$ cat config.mk
export PLATFORM = sky130hd
export DESIGN_NAME = dtfp_parse
export DESIGN_NICKNAME = d
export VERILOG_FILES = /design/src/hw/rtl/dtfp_pkg.sv /design/src/hw/rtl/dtfp_parse.sv
export VERILOG_INCLUDE_DIRS = /design/src /design/src/hw/rtl
export SDC_FILE = /design/constraint.sdc
export NUM_CORES = 1
export LEC_CHECK = 0
export ABC_AREA = 0
export BUFFER_PORTS_ARGS = -buffer_cell sky130_fd_sc_hd__buf_2
export CAP_MARGIN = 20
export CORE_ASPECT_RATIO = 0.9
export CORE_UTILIZATION = 33
export CTS_CLUSTER_SIZE = 12
export DETAILED_ROUTE_END_ITERATION = 10
export PLACE_DENSITY = 0.45
export SKIP_LAST_GASP = 1
export SYNTH_ARGS = -nofsm -noshare
export SYNTH_HDL_FRONTEND = slang
export SYNTH_SLANG_ARGS = --single-unit
export TNS_END_PERCENT = 20
$ cat constraint.sdc
create_clock -name aclk -period 12.38 [get_ports aclk]
set_input_delay 1.238 -clock aclk [delete_from_list [all_inputs] [get_ports aclk]]
set_output_delay 1.238 -clock aclk [all_outputs]
set_load 0.005 [all_outputs]
$ cat src/hw/rtl/decimal_text_to_fixed_point_defines.svh
// Assertion macros shared by the RTL of the decimal text converter.
`ifndef DECIMAL_TEXT_TO_FIXED_POINT_DEFINES_SVH
`define DECIMAL_TEXT_TO_FIXED_POINT_DEFINES_SVH

`ifndef SYNTHESIS

`define DTFP_ASSERT_IMP(lbl, clk, rst_n, ante, cons) \
    lbl: assert property (@(posedge clk) disable iff (!rst_n) (ante) |-> (cons)) \
        else $error("dtfp: implication check failed");

`define DTFP_ASSERT_NXT(lbl, clk, rst_n, ante, cons) \
    lbl: assert property (@(posedge clk) disable iff (!rst_n) (ante) |=> (cons)) \
        else $error("dtfp: next-cycle check failed");

`else

`define DTFP_ASSERT_IMP(lbl, clk, rst_n, ante, cons)

`define DTFP_ASSERT_NXT(lbl, clk, rst_n, ante, cons)

`endif

`endif

$ cat src/hw/rtl/dtfp_pkg.sv
`default_nettype none

package dtfp_pkg;

    localparam int unsigned ACC_W   = 63;
    localparam int unsigned SCALE_W = 5;
    localparam int unsigned CHAR_W  = 8;
    localparam int unsigned VALUE_W = 64;

    localparam logic [CHAR_W-1:0] CHAR_ZERO  = 8'h30;
    localparam logic [CHAR_W-1:0] CHAR_NINE  = 8'h39;
    localparam logic [CHAR_W-1:0] CHAR_POINT = 8'h2E;
    localparam logic [CHAR_W-1:0] CHAR_MINUS = 8'h2D;

    // Largest accumulator that may still take another digit.
    localparam logic [ACC_W-1:0] DIGIT_LIMIT = 63'd922337203685477579;

    typedef struct packed {
        logic [ACC_W-1:0]   acc;
        logic [SCALE_W-1:0] pad;
        logic               neg;
        logic               err;
    } pad_req_t;

    // Ten to the power k for k up to 18; zero above that, which only meets a zero magnitude.
    function automatic logic [VALUE_W-1:0] pow10(input logic [SCALE_W-1:0] k);
        logic [VALUE_W-1:0] p;
        begin
            case (k)
                5'd0:    p = 64'd1;
                5'd1:    p = 64'd10;
                5'd2:    p = 64'd100;
                5'd3:    p = 64'd1000;
                5'd4:    p = 64'd10000;
                5'd5:    p = 64'd100000;
                5'd6:    p = 64'd1000000;
                5'd7:    p = 64'd10000000;
                5'd8:    p = 64'd100000000;
                5'd9:    p = 64'd1000000000;
                5'd10:   p = 64'd10000000000;
                5'd11:   p = 64'd100000000000;
                5'd12:   p = 64'd1000000000000;
                5'd13:   p = 64'd10000000000000;
                5'd14:   p = 64'd100000000000000;
                5'd15:   p = 64'd1000000000000000;
                5'd16:   p = 64'd10000000000000000;
                5'd17:   p = 64'd100000000000000000;
                5'd18:   p = 64'd1000000000000000000;
                default: p = 64'd0;
            endcase
            return p;
        end
    endfunction

    // Largest magnitude that survives k padding steps of times ten.
    function automatic logic [ACC_W-1:0] pad_limit(input logic [SCALE_W-1:0] k);
        logic [ACC_W-1:0] t;
        begin
            case (k)
                5'd0:    t = '1;
                5'd1:    t = 63'd922337203685477580;
                5'd2:    t = 63'd92233720368547758;
                5'd3:    t = 63'd9223372036854775;
                5'd4:    t = 63'd922337203685477;
                5'd5:    t = 63'd92233720368547;
                5'd6:    t = 63'd9223372036854;
                5'd7:    t = 63'd922337203685;
                5'd8:    t = 63'd92233720368;
                5'd9:    t = 63'd9223372036;
                5'd10:   t = 63'd922337203;
                5'd11:   t = 63'd92233720;
                5'd12:   t = 63'd9223372;
                5'd13:   t = 63'd922337;
                5'd14:   t = 63'd92233;
                5'd15:   t = 63'd9223;
                5'd16:   t = 63'd922;
                5'd17:   t = 63'd92;
                5'd18:   t = 63'd9;
                default: t = '0;
            endcase
            return t;
        end
    endfunction

endpackage

`default_nettype wire

$ cat src/hw/rtl/dtfp_parse.sv
`default_nettype none
`include "decimal_text_to_fixed_point_defines.svh"

module dtfp_parse (
    input  wire logic              aclk,
    input  wire logic              aresetn,
    input  wire logic              s_axis_tvalid,
    output logic                   s_axis_tready,
    input  wire logic [15:0]       s_axis_tdata,  // [7:0] char_code, [12:8] frac_digits
    input  wire logic              s_axis_tlast,  // last_char
    output logic                   req_valid,
    input  wire logic              req_ready,
    output dtfp_pkg::pad_req_t     req
);

    logic                                in_valid_reg;
    logic [dtfp_pkg::CHAR_W-1:0]         char_reg;
    logic [dtfp_pkg::SCALE_W-1:0]        scale_reg;
    logic                                last_reg;

    logic [dtfp_pkg::ACC_W-1:0]          acc_reg, acc_next;
    logic [dtfp_pkg::SCALE_W-1:0]        dap_reg, dap_next;
    logic                                point_reg, point_next;
    logic                                neg_reg, neg_next;
    logic                                first_reg, first_next;
    logic                                err_reg, err_next;

    logic                                req_valid_reg, req_valid_next;
    dtfp_pkg::pad_req_t                  req_reg, req_next;

    logic                                in_accept;
    logic                                s0_move;
    logic                                s1_free;
    logic                                is_digit;
    logic [dtfp_pkg::SCALE_W-1:0]        have;

    assign s1_free       = !req_valid_reg || req_ready;
    assign s0_move       = in_valid_reg && (!last_reg || s1_free);
    assign s_axis_tready = !in_valid_reg || s0_move;
    assign in_accept     = s_axis_tvalid && s_axis_tready;

    assign is_digit = (char_reg >= dtfp_pkg::CHAR_ZERO) && (char_reg <= dtfp_pkg::CHAR_NINE);

    always_comb begin
        acc_next   = acc_reg;
        dap_next   = dap_reg;
        point_next = point_reg;
        neg_next   = neg_reg;
        first_next = first_reg;
        err_next   = err_reg;
        if (s0_move) begin
            first_next = 1'b0;
            if (!err_reg) begin
                if (first_reg && char_reg == dtfp_pkg::CHAR_MINUS) begin
                    neg_next = 1'b1;
                end else if (char_reg == dtfp_pkg::CHAR_POINT) begin
                    if (point_reg) begin
                        err_next = 1'b1;
                    end else begin
                        point_next = 1'b1;
                        dap_next   = '0;
                    end
                end else if (!is_digit || acc_reg > dtfp_pkg::DIGIT_LIMIT) begin
                    err_next = 1'b1;
                end else if (point_reg && dap_reg >= scale_reg) begin
                    if (char_reg != dtfp_pkg::CHAR_ZERO) begin
                        err_next = 1'b1;
                    end
                end else begin
                    acc_next = {acc_reg[dtfp_pkg::ACC_W-4:0], 3'b000}
                             + {acc_reg[dtfp_pkg::ACC_W-2:0], 1'b0}
                             + {{(dtfp_pkg::ACC_W-4){1'b0}}, char_reg[3:0]};
                    if (point_reg) begin
                        dap_next = dap_reg + 1'b1;
                    end
                end
            end
        end
    end

    assign have = point_next ? dap_next : '0;

    always_comb begin
        req_next.acc = acc_next;
        req_next.pad = (scale_reg > have) ? scale_reg - have : '0;
        req_next.neg = neg_next;
        req_next.err = err_next;
        if (s0_move && last_reg) begin
            req_valid_next = 1'b1;
        end else if (req_valid_reg && req_ready) begin
            req_valid_next = 1'b0;
        end else begin
            req_valid_next = req_valid_reg;
        end
    end

    always_ff @(posedge aclk) begin
        if (!aresetn) begin
            in_valid_reg  <= 1'b0;
            acc_reg       <= '0;
            dap_reg       <= '0;
            point_reg     <= 1'b0;
            neg_reg       <= 1'b0;
            first_reg     <= 1'b1;
            err_reg       <= 1'b0;
            req_valid_reg <= 1'b0;
        end else begin
            if (in_accept) begin
                in_valid_reg <= 1'b1;
            end else if (s0_move) begin
                in_valid_reg <= 1'b0;
            end
            if (s0_move && last_reg) begin
                acc_reg   <= '0;
                dap_reg   <= '0;
                point_reg <= 1'b0;
                neg_reg   <= 1'b0;
                first_reg <= 1'b1;
                err_reg   <= 1'b0;
            end else begin
                acc_reg   <= acc_next;
                dap_reg   <= dap_next;
                point_reg <= point_next;
                neg_reg   <= neg_next;
                first_reg <= first_next;
                err_reg   <= err_next;
            end
            req_valid_reg <= req_valid_next;
        end
    end

    always_ff @(posedge aclk) begin
        if (in_accept) begin
            char_reg  <= s_axis_tdata[7:0];
            scale_reg <= s_axis_tdata[12:8];
            last_reg  <= s_axis_tlast;
        end
        if (s0_move && last_reg) begin
            req_reg <= req_next;
        end
    end

    assign req_valid = req_valid_reg;
    assign req       = req_reg;

    `DTFP_ASSERT_IMP(a_first_is_clean, aclk, aresetn, first_reg,
        acc_reg == '0 && dap_reg == '0 && !point_reg && !neg_reg && !err_reg)
    `DTFP_ASSERT_IMP(a_fraction_needs_point, aclk, aresetn, dap_reg != '0, point_reg)

endmodule

`default_nettype wire

==> results of run 1 <==
-- layout by cell type, fill, tap and decap left out, drive strengths merged, types with 4 or more instances in the layout --
cell type  netlist  routed
and4             4       4
nand2b           6       6
nand4           23      23
nor3b            4       4
nand3           37      37
and3            15      15
o21bai          15      15
or2              7       7
edfxtp          84      84
a2111oi          6       6
or4              4       4
nor2            66      66
o31a             5       5
a31oi           16      16
o221ai           4       4
a211oi           8       8
a21o            45      45
o21a            10      10
dfxtp           74      74
buf             10      94
clkbuf          39      19
a21oi          112     112
mux2i           15      15
xnor2           29      29
nor4             9       9
nor3            20      20
nand2          174     174
and2            46      46
o31ai            7       7
inv             36      40
nand4b           4       4
a221oi           4       4
xor2            14      14
ha             132     132
o211ai          10      10
clkinv           0       6
o21ai           76      76
-- cell usage after synthesis, drive strengths merged, types with 4 or more instances --
cell type / n
or4: 4
buf: 10
o21a: 10
nand2b: 6
nor3: 20
o21ai: 76
o221ai: 4
nor2: 66
o211ai: 10
and3: 15
inv: 36
nand2: 174
nand3: 37
xor2: 14
ha: 132
clkbuf: 39
a2111oi: 6
edfxtp: 84
nand4: 23
o21bai: 15
and2: 46
nor4: 9
a31oi: 16
o31ai: 7
nand4b: 4
a211oi: 8
mux2i: 15
o31a: 5
nor3b: 4
a21o: 45
dfxtp: 74
or2: 7
xnor2: 29
a221oi: 4
and4: 4
a21oi: 112
-- per-stage QoR --
step	worst slack [ns]	cells	power [mW]	hold WS, ns	area (um^2)
after floorplan	8.48	1219	0.592	0.423	10900
after global placement	7.75	1680	0.609	0.430	11800
after detailed placement	7.73	1680	0.609	0.435	11800
after CTS	7.71	1712	1.13	0.446	12300
after global routing	7.31	1712	1.16	0.496	12300
final	7.71	1712	1.11	0.445	12300
-- per-layer routing --
layer / global-route usage, % / wire length [um] / vias up
li1: - / - / 4648
met1: 27.2 / 16000 / 4223
met2: 27.2 / 12800 / 170
met3: 3.61 / 1240 / 32
met4: 5.09 / 453 / 0
met5: 0 / 0 / -
-- logic make-up after synthesis --
group                      synth area share [%]
and+or+nand+nor                            19.2
AOI/OAI and AO/OA                          20.5
DFF                                        36.6
adders and majority gates                  15.6
buffers and inverters                      3.09
xor gates and xnor gates                   3.44
muxes                                      1.48
-- cell type report --
cell class / instances / area (um^2) / share of cell area (%)
Multi-Input combinational cell: 976 / 6610 / 53.7
Sequential cell: 158 / 4000 / 32.5
Tap cell: 416 / 520 / 4.23
Timing Repair Buffer: 94 / 483 / 3.92
Clock buffer: 19 / 443 / 3.60
Inverter: 36 / 135 / 1.10
Clock inverter: 13 / 115 / 0.935
-- how the worst max path moves through the flow --
| stage | slack (ns) | end | from | cells past startpoint |
|---|---|---|---|---|
| after global routing | 7.31 | req[3] | dap_reg[0] | 19 |
| after global placement | 7.75 | req[3] | dap_reg[0] | 19 |
| after detailed placement | 7.73 | req[3] | dap_reg[0] | 19 |
| final | 7.71 | req[3] | dap_reg[0] | 19 |
| after CTS | 7.71 | req[3] | dap_reg[0] | 19 |
| after floorplan | 8.48 | req[6] | dap_reg[0] | 18 |
-- tightest hold or removal path: stages, from the launching register on --
cell	delay [ns]
dfxtp_1	0.31
nand2_1	0.05
nand2_1	0.04
-- where the power goes --
group | internal [mW] | switching, mW
clock | 0.283 | 0.235
combinational | 0.0118 | 0.0230
sequential | 0.558 | 0.00396
total | 0.852 | 0.262
==> out/qor.txt, run 1 <==
Outcome: finished clean
Worst R2R Setup Slack: 7.71 ns
Synth warn: 0
Synth area leader: edfxtp_1
Peak supply drop: 0.0000954 V
Hold buffer count at cts: 0
Placement row count: 62
Post-Synthesis Cells: 1219
Share of cells above drive strength 1: 11.3%
Reg2Reg Depth: 19
GPL Wtd Cong: 0.848
CTS resizes: 0
Ant. Diodes: 0
Clock sink count: 158
Ports: 93
Seq/Total Area, Yosys: 36.6%
Final min period: 4.67 ns
Endpoint class of the critical path: register
Leakage power: 5.55 nW
Clk slew on worst S/H paths: 0.07 ns
FF-to-FF Start: dap_reg[0]
Max Cap Violations: 0
Final wirelength: 30500 um
Syn_area_per_cell: 8.98 um^2
Final antenna-violating net count: 0
Post-synthesis async set-or-reset flop share: 0%
Pwr dens: 90.5 nW/um^2
Hold_sp: first_reg
Fill count: 3317
Vias post-DR: 9073
Worst path max stage delay: 0.81 ns
Vias/cell: 5.30
First-pass GRT wire length: 49100 um
CTS Root Cell: clkbuf_16
Worst Path Required: 12.58 ns
DRC: 0
Fin. Hold Viols: 0
Post-synth top area share: 23.1%
Worst endpoint data arrival time: 4.87 ns
Slowest stage cell on the critical path: a2111oi_1
Overall die height: 175 um
Core area: 32300 um^2
Slew HR: 33.1%
Post-synth EDFFs: 84
Drt wl/cell: 17.8 um
Setup TNS: 0 ns
Crit share post-route: 37.7%
Num CTS Buffers: 17
Die Wd: 194 um
Slew Limit Fails: 0
Worst skew pair latency: 0.46 ns
CTS tree: yes
Slew of the pin with the lowest slew margin: 1.00 ns
Hold endpoint: first_reg
H-tree depth: 4
Port Buf Inserts: 89
Fin nets: 1439
Syn_nets: 1375
Buf/Inv on CP: 2
Pin count of the biggest net entering global routing: 83
Worst-path fanout max: 5
Max reg flops: 70
Mapped cell area: 10900 um^2
Area delta synth->final: 12.5%
Ys flop type: edfxtp_1
Core Util, Final: 38.2%
RSZ-0062 raised after global routing: false
Critical Path Most Common Cell: a21o_1
Vias in the first global route: 8753
Clock skew: 0.0166 ns
Tot GR Track Use: 18.5%
CP cell instances: inv_1, ha_1, nand2b_1, a21o_1, a21o_1, a41o_1, a2111oi_1, nor2_1, a21oi_1, o22ai_1, nor2_1, ha_1, inv_1, a21o_1, a21o_1, a21o_1, a21oi_1, a31oi_1, and2_1
Largest cells by area after synthesis: edfxtp_1 23%, ha_1 15%, dfxtp_1 14%
Unique cell type count in the Yosys netlist: 72
Post-CTS setup buffer count: 0
Setup violations, final: 0
Yosys reg bits: 158
DRT iter0 DRCs: 476
Critical path class: reg2reg
Crit path max-delay family: compound AO/OA/AOI/OAI gates
Drt pass-1 iters: 5
Grt ovf: 0
Starting Density: 33.9%
Achievable Freq: 214 MHz
Hold Path Stages: 2
Initial antenna violation count: 0
Worst hold path type: reg2reg
Die Area: 33900 um^2
CP Launch Type: register
Clock Path Buffers: 2
Post-DP HPWL: 23000 um
FF-to-FF End: req[3]
No activity file was read; power rests on OpenSTA's default activity.
==> run 2: changes to the inputs <==
- clock period: 12.38 -> 4.9 ns (I/O delays scaled with it)
==> out/qor.txt, run 2 (synthesized netlist as in run 1, its figures left out) <==
Drt wl/cell: 17.8 um (about the same)
CTS resizes: 0 (unchanged)
Hold buffer count at cts: 0 (unchanged)
Clock sink count: 158 (unchanged)
Vias/cell: 5.36 (was 5.30)
Slew Limit Fails: 0 (unchanged)
Vias in the first global route: 8839 (was 8753)
DRC: 0 (unchanged)
Die Area: 33900 um^2 (unchanged)
Commonest non-fill, non-tap cell in the layout: nand2_1 (unchanged)
Post-CTS setup buffer count: 0 (unchanged)
Share of cells above drive strength 1: 11.7% (was 11.3%)
Pin count of the biggest net entering global routing: 120 (was 83)
Final cell count without fillers: 1718 (was 1712)
Buf/Inv on CP: 0 (was 2)
Slew HR: 31.6% (was 33.1%)
Final wirelength: 30600 um (was 30500 um)
Slew of the pin with the lowest slew margin: 1.03 ns (was 1.00 ns)
Worst hold path type: in2reg (was reg2reg)
Fill count: 3375 (was 3317)
Peak supply drop: 0.000236 V (was 0.0000954 V)
Core Util, Final: 38.3% (was 38.2%)
Grt ovf: 0 (unchanged)
Clk slew on worst S/H paths: 0.07 ns (about the same)
Most frequent cells in the layout: 174 x nand2_1, 132 x ha_1, 112 x a21oi_1 (unchanged)
Core area: 32300 um^2 (unchanged)
Tot GR Track Use: 18.6% (was 18.5%)
CTS Root Cell: clkbuf_16 (unchanged)
Final antenna-violating net count: 0 (unchanged)
Worst endpoint data arrival time: 4.67 ns (was 4.87 ns)
Worst path max stage delay: 0.54 ns (was 0.81 ns)
Final min period: 4.47 ns (was 4.67 ns)
CTS tree: yes (unchanged)
DP Cell Count: 1686 (was 1680)
Critical Path Most Common Cell: a21o_1 (unchanged)
Pre-CTS setup slack: 0.518 ns (was 7.73 ns)
Worst-path fanout max: 5 (unchanged)
Setup violations, final: 0 (unchanged)
Leakage power: 5.58 nW (was 5.55 nW)
H-tree depth: 4 (unchanged)
Critical path class: reg2reg (unchanged)
Initial antenna violation count: 0 (unchanged)
Post-DP HPWL: 22900 um (was 23000 um)
GPL Wtd Cong: 0.851 (was 0.848)
Starting Density: 33.9% (unchanged)
Die Wd: 194 um (unchanged)
Slowest stage cell on the critical path: nor4bb_1 (was a2111oi_1)
Vias post-DR: 9201 (was 9073)
Max Cap Violations: 0 (unchanged)
Setup slack after layout: 0.428 ns (was 7.71 ns)
Ports: 93 (unchanged)
Worst Path Required: 5.10 ns (was 12.58 ns)
Ant. Diodes: 0 (unchanged)
Overall die height: 175 um (unchanged)
Crit share post-route: 91.3% (was 37.7%)
First-pass GRT wire length: 49200 um (was 49100 um)
Setup TNS: 0 ns (unchanged)
Pwr dens: 228 nW/um^2 (was 90.5 nW/um^2)
Outcome: finished clean (unchanged)
Register area: 4000 um^2 (unchanged)
RSZ-0062 raised after global routing: false (unchanged)
Area of the multi-input gates: 6610 um^2 (unchanged)
Drt pass-1 iters: 6 (was 5)
Achievable Freq: 224 MHz (was 214 MHz)
Fin. Hold Viols: 0 (unchanged)
Area delta synth->final: 13.1% (was 12.5%)
CP cell instances: nor4bb_1, nand4_1, nor4_4, nand3_2, a2111oi_4, mux2i_1, o2bb2ai_1, nand2_1, ha_1, a21o_1, a21o_1, a21o_1, a21oi_1, a31oi_1, and2_1 (was inv_1, ha_1, nand2b_1, a21o_1, a21o_1, a41o_1, a2111oi_1, nor2_1, a21oi_1, o22ai_1, nor2_1, ha_1, inv_1, a21o_1, a21o_1, a21o_1, a21oi_1, a31oi_1, and2_1)
Endpoint class of the critical path: register (unchanged)
DRT iter0 DRCs: 494 (was 476)
Worst hold slack: 0.210 ns (was 0.445 ns)
Max reg flops: 70 (unchanged)
Clock skew: 0.0192 ns (was 0.0166 ns)
Fin nets: 1445 (was 1439)
Port Buf Inserts: 89 (unchanged)
Clock Path Buffers: 2 (unchanged)
CP Launch Type: register (unchanged)
Worst skew pair latency: 0.45 ns (was 0.46 ns)
Num CTS Buffers: 17 (unchanged)
Crit path max-delay family: simple AND/OR/NAND/NOR gates (was compound AO/OA/AOI/OAI gates)
Placement row count: 62 (unchanged)
==> run 2: cell types whose count changed in the layout (fill, tap and decap cells not counted), sizes merged <==
cell	before	now
clkinv	6	5
clkbuf	19	17
inv	40	43
buf	94	100
==> run 2: area by class of cell <==
class                           count  area share [%]
Clock buffer                       17            3.44
Clock inverter                     15            1.08
Inverter                           36            1.09
Multi-Input combinational cell    976            53.5
Sequential cell                   158            32.4
Tap cell                          416            4.21
Timing Repair Buffer              100            4.37
==> run 2: worst register-to-register path: cells and delay by family (launching register included) <==
| family | cells | cell delay, ns |
|---|---|---|
| AO/OA/AOI/OAI | 7 | 1.44 |
| AND/OR/NAND/NOR | 6 | 1.82 |
| multiplexers | 1 | 0.29 |
| adder cells (fa/ha/maj) | 1 | 0.27 |
| flip-flops | 1 | 0.40 |
==> run 2: metal layers <==
layer	vias to the layer above	wire, um	GRT usage [%]
li1	4667	-	-
met1	4364	16000	26.8
met2	150	13300	28.8
met3	20	888	2.90
met4	0	364	4.93
met5	-	0	0
==> run 2: stage by stage <==
stage	cell area, um^2	power [mW]
finish	12400	2.82
global route	12400	2.93
CTS	12400	2.88
detailed placement	11800	1.54
global placement	11800	1.54
floorplan	10900	1.50
==> run 2: path summary, 6_finish.rpt <==
kind                  end             from  cells past startpoint  slack (ns)
max                req[3]      acc_reg[50]                     15        0.43
min          scale_reg[0]  s_axis_tdata[8]                      1        0.21
max reg2reg        req[3]      acc_reg[50]                     15        0.43
min reg2reg     first_reg        first_reg                      2        0.45
==> run 2: power by group <==
| part | leakage [nW] | internal, mW | switching (mW) |
|---|---|---|---|
| Combinational | 3.88 | 0.0304 | 0.0568 |
| Sequential | 1.43 | 1.41 | 0.0105 |
| Clock | 0.270 | 0.706 | 0.611 |
| Total | 5.58 | 2.15 | 0.678 |
